--- config.mk ---
export PLATFORM = sky130hd
export DESIGN_NAME = modular_inverse_ext_euclid
export DESIGN_NICKNAME = d
export VERILOG_FILES = /design/src/hw/rtl/mie_pkg.sv /design/src/hw/rtl/mie_div.sv /design/src/hw/rtl/modular_inverse_ext_euclid.sv
export SDC_FILE = /design/constraint.sdc
export NUM_CORES = 1
export LEC_CHECK = 0
export ABC_AREA = 0
export BUFFER_PORTS_ARGS = -buffer_cell sky130_fd_sc_hd__buf_2
export CAP_MARGIN = 20
export CORE_MARGIN = 5
export CORE_UTILIZATION = 40
export CTS_CLUSTER_SIZE = 20
export DETAILED_ROUTE_END_ITERATION = 12
export PLACE_DENSITY = 0.63
export SETUP_SLACK_MARGIN = 0.4
export SYNTH_ARGS = -nofsm -noshare
export SYNTH_HDL_FRONTEND = slang
export SYNTH_SLANG_ARGS = --single-unit
--- constraint.sdc ---
create_clock -name clk -period 4.8 [get_ports clk]
set_clock_uncertainty 0.1 [all_clocks]
set_input_delay 0.48 -clock clk [delete_from_list [all_inputs] [get_ports clk]]
set_output_delay 0.48 -clock clk [all_outputs]
set_load 0.03 [all_outputs]
--- src/hw/rtl/mie_pkg.sv ---
// ---------------------------------------------------------------------------
// mie_pkg: shared types and constants for the modular inverse block
// Widths, channel packing, sequencer states and divider status.
// ---------------------------------------------------------------------------
package mie_pkg;

  // operand width of value and modulus
  localparam int WIDTH = 32;

  // divider step counter width
  localparam int CNT_W = $clog2(WIDTH);

  // stream data widths, padded up to whole bytes
  localparam int IN_DATA_W  = ((2 * WIDTH + 7) / 8) * 8;
  localparam int OUT_DATA_W = ((WIDTH + 7) / 8) * 8;

  // sequencer states
  typedef enum logic [2:0] {
    S_IDLE,
    S_CHECK,
    S_DIV,
    S_UPD,
    S_FIN
  } mie_state_t;

  // divider status toward the sequencer
  typedef struct packed {
    logic busy;
    logic done;
  } mie_div_stat_t;

endpackage

--- src/hw/rtl/mie_div.sv ---
// ---------------------------------------------------------------------------
// mie_div: shared shift-subtract divider with quotient multiply-accumulate
// One quotient bit per cycle, restoring form; the same bit drives a
// shift-add product of the quotient with a multiplier operand.
// ---------------------------------------------------------------------------
module mie_div (
  input  logic                   clk,
  input  logic                   rst_n,
  input  logic                   start,
  input  logic [mie_pkg::WIDTH-1:0] dividend,
  input  logic [mie_pkg::WIDTH-1:0] divisor,
  input  logic [mie_pkg::WIDTH-1:0] mult,
  output mie_pkg::mie_div_stat_t stat,
  output logic [mie_pkg::WIDTH-1:0] quot_prod,
  output logic [mie_pkg::WIDTH-1:0] remainder
);
  import mie_pkg::*;

  logic              busy_r;
  logic              done_r;
  logic [CNT_W-1:0]  cnt_r;
  logic [WIDTH-1:0]  rem_r;
  logic [WIDTH-1:0]  dvd_r;
  logic [WIDTH-1:0]  dsr_r;
  logic [WIDTH-1:0]  mul_r;
  logic [WIDTH-1:0]  acc_r;

  logic [WIDTH:0]    trial;
  logic [WIDTH:0]    diff;
  logic              qbit;
  logic [WIDTH-1:0]  rem_nxt;
  logic [WIDTH-1:0]  dvd_nxt;
  logic [WIDTH-1:0]  acc_nxt;

  // one restoring step plus one shift-add step
  always_comb begin
    trial   = {rem_r, dvd_r[WIDTH-1]};
    diff    = trial - {1'b0, dsr_r};
    qbit    = ~diff[WIDTH];
    rem_nxt = qbit ? diff[WIDTH-1:0] : trial[WIDTH-1:0];
    dvd_nxt = {dvd_r[WIDTH-2:0], qbit};
    acc_nxt = {acc_r[WIDTH-2:0], 1'b0} + (qbit ? mul_r : '0);
  end

  // control: busy while the step counter runs down to zero, done pulse after the last step
  always_ff @(posedge clk) begin
    if (!rst_n) begin
      busy_r <= 1'b0;
      done_r <= 1'b0;
      cnt_r  <= '0;
    end else if (start) begin
      busy_r <= 1'b1;
      done_r <= 1'b0;
      cnt_r  <= CNT_W'(WIDTH - 1);
    end else if (busy_r) begin
      if (cnt_r == '0) begin
        busy_r <= 1'b0;
        done_r <= 1'b1;
      end else begin
        cnt_r <= cnt_r - 1'b1;
      end
    end else begin
      done_r <= 1'b0;
    end
  end

  // datapath
  always_ff @(posedge clk) begin
    if (start) begin
      rem_r <= '0;
      dvd_r <= dividend;
      dsr_r <= divisor;
      mul_r <= mult;
      acc_r <= '0;
    end else if (busy_r) begin
      rem_r <= rem_nxt;
      dvd_r <= dvd_nxt;
      acc_r <= acc_nxt;
    end
  end

  assign stat.busy  = busy_r;
  assign stat.done  = done_r;
  assign quot_prod  = acc_r;
  assign remainder  = rem_r;

endmodule

--- src/hw/rtl/modular_inverse_ext_euclid.sv ---
// Steps: up to about 1.44 * WIDTH + 2 Euclid steps; each step is one pass
//   of the shared bit-serial divider.
// Throughput: one item at a time; in_tready is high only while idle, and a
//   finished result may wait in the output register while a new item starts.
// Reset: synchronous, active low; clears the sequencer and the output valid.
// ---------------------------------------------------------------------------
// modular_inverse_ext_euclid: modular inverse by extended Euclid
// Iterates Euclid's remainder sequence on a shared divider and carries the
// Bezout coefficient as magnitude and alternating sign.
// ---------------------------------------------------------------------------
module modular_inverse_ext_euclid (
  input  logic                          clk,
  input  logic                          rst_n,
  // in_tdata: value [WIDTH-1:0], modulus [2*WIDTH-1:WIDTH]
  input  logic                          in_tvalid,
  output logic                          in_tready,
  input  logic [mie_pkg::IN_DATA_W-1:0] in_tdata,
  // out_tdata: inverse [WIDTH-1:0]
  output logic                          out_tvalid,
  input  logic                          out_tready,
  output logic [mie_pkg::OUT_DATA_W-1:0] out_tdata,
  // out_tuser: not_coprime
  output logic                          out_tuser
);
  import mie_pkg::*;

  mie_state_t    state_r;
  mie_state_t    state_nxt;

  logic [WIDTH-1:0] a_r;
  logic [WIDTH-1:0] b_r;
  logic [WIDTH-1:0] b0_r;
  logic [WIDTH-1:0] m1_r;
  logic [WIDTH-1:0] m0_r;
  logic             neg1_r;
  logic             err_r;

  logic                  out_valid_r;
  logic [OUT_DATA_W-1:0] out_data_r;
  logic                  out_user_r;

  logic [WIDTH-1:0] in_value;
  logic [WIDTH-1:0] in_modulus;
  logic             in_acc;
  logic             a_gt1;
  logic             b_zero;
  logic             out_free;
  logic             div_start;
  logic             upd_en;
  logic             out_load;
  logic [WIDTH-1:0] inv;

  mie_div_stat_t    div_stat;
  logic [WIDTH-1:0] div_prod;
  logic [WIDTH-1:0] div_rem;

  assign in_value   = in_tdata[WIDTH-1:0];
  assign in_modulus = in_tdata[2*WIDTH-1:WIDTH];
  assign in_acc     = in_tvalid & in_tready;
  assign a_gt1      = (a_r > WIDTH'(1));
  assign b_zero     = (b_r == '0);
  assign out_free   = ~out_valid_r | out_tready;

  // shared divider: q = a / b, r = a % b, product q * m0
  mie_div u_div (
    .clk       (clk),
    .rst_n     (rst_n),
    .start     (div_start),
    .dividend  (a_r),
    .divisor   (b_r),
    .mult      (m0_r),
    .stat      (div_stat),
    .quot_prod (div_prod),
    .remainder (div_rem)
  );

  // next state
  always_comb begin
    state_nxt = state_r;
    unique case (state_r)
      S_IDLE: begin
        if (in_acc) begin
          state_nxt = (in_modulus == WIDTH'(1)) ? S_FIN : S_CHECK;
        end
      end
      S_CHECK: begin
        state_nxt = (a_gt1 && !b_zero) ? S_DIV : S_FIN;
      end
      S_DIV: begin
        if (div_stat.done) begin
          state_nxt = S_UPD;
        end
      end
      S_UPD: begin
        state_nxt = S_CHECK;
      end
      S_FIN: begin
        if (out_free) begin
          state_nxt = S_IDLE;
        end
      end
      default: state_nxt = S_IDLE;
    endcase
  end

  // sequencer outputs
  always_comb begin
    in_tready = 1'b0;
    div_start = 1'b0;
    upd_en    = 1'b0;
    out_load  = 1'b0;
    unique case (state_r)
      S_IDLE:  in_tready = 1'b1;
      S_CHECK: div_start = a_gt1 & ~b_zero;
      S_DIV:   ;
      S_UPD:   upd_en = 1'b1;
      S_FIN:   out_load = out_free;
      default: ;
    endcase
  end

  always_ff @(posedge clk) begin
    if (!rst_n) begin
      state_r <= S_IDLE;
    end else begin
      state_r <= state_nxt;
    end
  end

  // euclid registers and bezout coefficient
  always_ff @(posedge clk) begin
    if (in_acc) begin
      a_r    <= in_value;
      b_r    <= in_modulus;
      b0_r   <= in_modulus;
      m1_r   <= WIDTH'(1);
      m0_r   <= '0;
      neg1_r <= 1'b0;
      err_r  <= 1'b0;
    end else if (state_r == S_CHECK && a_gt1 && b_zero) begin
      err_r <= 1'b1;
    end else if (upd_en) begin
      a_r    <= b_r;
      b_r    <= div_rem;
      m1_r   <= m0_r;
      m0_r   <= div_prod + m1_r;
      neg1_r <= ~neg1_r;
    end
  end

  // sign correction of the final coefficient
  assign inv = (neg1_r && m1_r != '0) ? (b0_r - m1_r) : m1_r;

  // output register
  always_ff @(posedge clk) begin
    if (!rst_n) begin
      out_valid_r <= 1'b0;
    end else if (out_load) begin
      out_valid_r <= 1'b1;
    end else if (out_tready) begin
      out_valid_r <= 1'b0;
    end
  end

  always_ff @(posedge clk) begin
    if (out_load) begin
      out_data_r <= err_r ? '0 : OUT_DATA_W'(inv);
      out_user_r <= err_r;
    end
  end

  assign out_tvalid = out_valid_r;
  assign out_tdata  = out_data_r;
  assign out_tuser  = out_user_r;

endmodule

# After elaboration in Yosys (flattened, before gate mapping)

Index checks and enable logic that the tools add are counted.

Logic and storage cells: 91
Register bits after elaboration: 366
Bits of input ports: 68
Output and inout bits: 35

Mux-type cells: 29
Add/sub/neg operators: 5
Eq/ne operators: 10
Reductions and logical operators: 17
$lt $le $gt $ge: 1
Bitwise logic cells: 10

Operators with widths:

| cell                                                                   | number |
|---|---|
| 32-bit 2-to-1 mux                                                      | 11 |
| 32-bit adder                                                           | 2 |
| 33-bit by 32-bit subtractor with 33-bit output                         | 1 |
| 32-bit by 1-bit equality test with 1-bit output, second input constant | 1 |
| 32-bit by 1-bit > comparator with 1-bit output, second input constant  | 1 |
| 32-bit zero test                                                       | 1 |
| 32-bit nonzero test                                                    | 1 |
| 32-bit subtractor                                                      | 1 |
| 3-bit 2-to-1 mux                                                       | 5 |
| 5-bit 2-to-1 mux                                                       | 3 |
| 3-bit one-hot mux with 5 select lines                                  | 1 |
| 1-bit 2-to-1 mux                                                       | 9 |
| 2-bit inequality test, second input constant                           | 4 |
| 1-bit inverter                                                         | 7 |
| 3-bit by 2-bit equality test with 1-bit output, second input constant  | 2 |
| 2-bit AND reduction                                                    | 3 |
| 2-bit nonzero test                                                     | 3 |
| 5-bit zero test                                                        | 1 |
| 5-bit by 1-bit subtractor with 5-bit output, second input constant     | 1 |
| 1-bit logical AND                                                      | 4 |
| 3-bit by 1-bit equality test with 1-bit output, second input constant  | 1 |
| 3-bit equality test, second input constant                             | 1 |
| 3-bit zero test                                                        | 1 |
| 3-bit AND reduction                                                    | 1 |
| other kinds (5)                                                        | 6 |

# Logic depth before layout (Yosys ltp)

Word-level depth: 6
Mapped depth: 23
Mapped depth without buffers: 22

# Modules after synthesis

From an unflattened synthesis, not the netlist that was laid out.

Cell total of the unflattened synthesis: 2,168
Area, all modules: 20,667.3 sq um

By module, submodules not included:

| module                     | instances | seq. area each (sq um) | cells an instance | area an instance (sq um) |
|---|---|---|---|---|
| modular_inverse_ext_euclid | 1         | 5,275.1                | 1,217             | 11,003.1 |
| mie_div                    | 1         | 4,304.1                | 951               | 9,664.3 |

# Worst setup path after synthesis

OpenSTA, ideal clock, no wires.

Path kind: reg2reg
Start point: reg u_div.dvd_r[31]
End point: reg u_div.acc_r[31], in the netlist u_div.quot_prod[31]
Path buffers: 2
Data required time: 4,621 ps
Clock period less this slack: 5,360 ps
Arrival: 5,181 ps
Path slack: -560 ps
Library setup time: 79 ps
Stages on the path, launching flop included: 24
Cell sequence: edfxtp_1 inv_1 ha_1 fa_1 nor2b_1 o31a_1 o211a_1 a211oi_2 nor4_1 nor2_1 o311ai_4 buf_12 buf_4 and2_1 ha_1 a2111oi_0 o21ai_0 a31oi_1 nor3_1 o21ai_0 and3b_1 or3b_2 or4bb_1 o211ai_1

Word-level cells in the longest chain between the ends: 3

Ends and longest elaborated chain:

| element                                        | line          | source |
|---|---|---|
| from (decl)                                    | mie_div.sv:23 | `logic [WIDTH-1:0] dvd_r;` |
| from (signal assigned)                         | mie_div.sv:71 | `dvd_r <= dividend;` |
| from (signal assigned)                         | mie_div.sv:77 | `dvd_r <= dvd_nxt;` |
| 33-bit by 32-bit subtractor with 33-bit output | mie_div.sv:38 | `diff = trial - {1'b0, dsr_r};` |
| 32-bit 2-to-1 mux                              | mie_div.sv:42 | `acc_nxt = {acc_r[WIDTH-2:0], 1'b0} + (qbit ? mul_r : '0);` |
| 32-bit adder                                   | mie_div.sv:42 |  |
| to (signal assigned)                           | mie_div.sv:78 | `acc_r <= acc_nxt;` |
| to (decl)                                      | mie_div.sv:26 | `logic [WIDTH-1:0] acc_r;` |

No other way between the ends.
A chain may end at the register's enable or synchronous reset.

# Worst setup path in the final report

Same ends and word-level chain as after synthesis.

==> flow_summary.json <==
{
  "worstSetupEndpointType": "flip-flop",
  "crit_path_max_fanout": 7,
  "ir_drop_mv": 0.236,
  "syn_area_um2": 20600,
  "final_layout_size_suffix_gt1_frac": 0.188,
  "fin_crit_sh": 1.05,
  "grt_pass1_vias": 16600,
  "gp_congestion": 0.947,
  "dpl_cell_area_um2": 23100,
  "stdcell_area_um2": 25200,
  "clock-root-buffer": "clkbuf_16",
  "port_buffers": 102,
  "n_fill_cell": 4651,
  "fmax_ghz": 0.199,
  "fin_ws_ns": -0.220,
  "holdWs_ns": 0.0538,
  "holdBufCountCts": 0,
  "status": "finished, violations left",
  "core_area_um2": 51200,
  "hold_viol_final": 0,
  "grt_first_pass_wirelength_mm": 93.3,
  "cp_data_arrival_time_ns": 5.42,
  "drc": 0,
  "holdCritPathClass": "input port to flip-flop",
  "synth_flop_cell": "edfxtp_1",
  "clock_sink_count": 366,
  "cts_tree": "built",
  "ys_seq_area_frac": 0.465,
  "crit_required_ns": 5.20,
  "relSlewSlack": 0.251,
  "rsz0062_at_grt": "yes",
  "grt_overflow_total": 0,
  "cts.clk_slew.worst_paths_ns": 0.06,
  "worstMarginPinSlew_ns": 1.12,
  "dp_hpwl_mm": 43.9,
  "ys_types": 80,
  "final_cell_mix": "493 x nand2_1, 225 x edfxtp_1, 194 x a21oi_1, 166 x buf_4, 140 x dfxtp_1",
  "antenna_found_initial": 3,
  "track_usage": 0.206,
  "avgSynthCellArea_um2": 9.13,
  "ant_nets": 0,
  "setup_violations": 11,
  "area_growth_pct": 22.5,
  "ctsLongestPathBuffers": 3,
  "synth_warnings": 0,
  "post_drt_wl_per_cell_um": 18.8,
  "start_util": 0.403,
  "async_flop_share": 0,
  "synthCells": 2258,
  "post-route-util": 0.493,
  "totalWireLength_mm": 60.3,
  "slew_violations": 0,
  "firstDrtPassIters": 5,
  "mostFrequentLayoutCell": "nand2_1",
  "die_w_um": 237,
  "clk_latency_ns": 0.58,
  "vias_per_cell": 5.52,
  "synth_nets": 2455,
  "total_power_mw": 13.5,
  "violations": "negative setup slack",
  "die_area_um2": 56200,
  "rows": 83,
  "synth_seq_cells": 366,
  "path_class": "flip-flop to flip-flop",
  "power_leakage_nw": 10.4,
  "grt_max_degree": 95,
  "h-tree-depth": 2,
  "die_h_um": 237,
  "powerDensity_nw_per_um2": 535,
  "ioPinCount": 103,
  "synth-edff-count": 225,
  "cts_buffers": 40,
  "final_nets": 2695,
  "fin_cells": 3211,
  "place_inst": 3123,
  "cp-start-kind": "flip-flop",
  "period_needed_ns": 5.02,
  "vias": 17700,
  "drt_first_iter_violations": 1773,
  "drv_cap": 0
}
## power by group
group	internal (mW)	total, mW	switching [mW]
logic	2.57	5.56	2.99
clock network	2.04	3.37	1.33
registers	4.08	4.58	0.505
## Yosys cell counts, types with 9 or more instances
master,number,share of area
xnor2_1,58,0.025
o21bai_1,9,0.0033
and3_1,11,0.0033
a21boi_0,11,0.0040
a31oi_1,21,0.0064
nor2_1,132,0.024
inv_1,104,0.019
o21ai_0,115,0.028
o21a_1,25,0.0091
a21o_1,44,0.016
nand4_1,23,0.0070
or3_1,15,0.0046
edfxtp_1,225,0.33
ha_1,125,0.076
nand2b_1,17,0.0052
xor2_1,31,0.013
nor4_1,33,0.010
mux2i_1,43,0.021
nand2_1,500,0.091
clkbuf_1,74,0.013
o211ai_1,12,0.0044
nor3_1,40,0.0097
nand3_1,29,0.0070
a21oi_1,205,0.050
a211oi_1,28,0.010
nor2b_1,13,0.0039
and2_1,36,0.011
dfxtp_1,141,0.14
## metrics by stage
stage | worst slack (ns) | setup TNS (ns)
2_1_floorplan | -0.118 | -0.202
3_3_place_gp | -0.527 | -5.49
3_5_place_dp | -0.641 | -7.31
4_1_cts | -0.237 | -1.47
5_1_grt | -0.448 | -4.75
6_report | -0.220 | -1.31
## per-layer routing
layer  track usage  part of all wire  wire (µm)
met1         0.317              0.48      29000
met2         0.299              0.42      25500
met3        0.0352             0.074       4470
met4        0.0523             0.022       1330
met5             0           0.00065         39
## final cells by class
cell class / instances / area (µm²) / area share
well taps: 680 / 851 / 0.0337
flip-flops and latches: 366 / 9580 / 0.380
clock buffers: 52 / 1120 / 0.0443
clock inverters: 22 / 320 / 0.0127
multi-input cells: 1697 / 10900 / 0.434
diodes: 1 / 2.50 / 0.0000991
inverters: 106 / 403 / 0.0160
repair buffers: 287 / 2010 / 0.0798
## timing repair
item | 4_1_cts | 5_1_grt
cloned | 0 | 0
setup buffers | 7 | 6
endpoints found under the hold margin | 0 | 0
setup endpoints to repair | 39 | 40
pin swaps | 22 | 26
gates resized for setup | 50 | 59
## path summary, 6_finish.rpt
kind | from | to | slack [ns] | depth (start not counted)
setup / recovery | u_div.dvd_r[31] | u_div.quot_prod[31] | -0.22 | 24
hold reg to reg | m0_r[17] | u_div.mul_r[17] | 0.36 | 0
setup reg to reg | u_div.dvd_r[31] | u_div.quot_prod[31] | -0.22 | 24
hold / removal | in_tdata[63] | b0_r[31] | 0.05 | 1
## critical path, cell delays in order (launching register included)
cell,delay [ns]
edfxtp_1,0.39
inv_2,0.09
ha_4,0.14
fa_2,0.21
nor2b_2,0.04
o31a_1,0.29
o211a_1,0.25
a211oi_2,0.17
buf_4,0.17
nor4_4,0.04
or4_4,0.43
o311ai_4,0.11
buf_12,0.18
and2_4,0.15
ha_4,0.13
fa_2,0.23
a211oi_4,0.07
o21ai_2,0.22
a31oi_4,0.18
nor3_4,0.25
o21ai_2,0.09
and3b_2,0.25
o21bai_4,0.14
or4bb_1,0.49
o211ai_1,0.09
## flip-flops by register name, indices dropped and copies added, names as in the netlist, 3 cells and up
name	flops
out_tdata	32
m0_r	32
u_div.quot_prod	32
u_div.mul_r	32
state_r	3
u_div.dvd_r	32
m1_r	32
u_div.remainder	32
b0_r	32
u_div.dsr_r	32
a_r	32
u_div.cnt_r	5
b_r	32
## cell families after synthesis
family                     Yosys count  synth area share
and+or+nand+nor                    889             0.193
xor gates and xnor gates            89            0.0378
DFF                                366             0.465
buffers and inverters              195            0.0387
AOI/OAI and AO/OA                  544             0.164
muxes                               46            0.0225
adders and majority gates          129            0.0798
No activity file was read; power rests on OpenSTA's default activity.
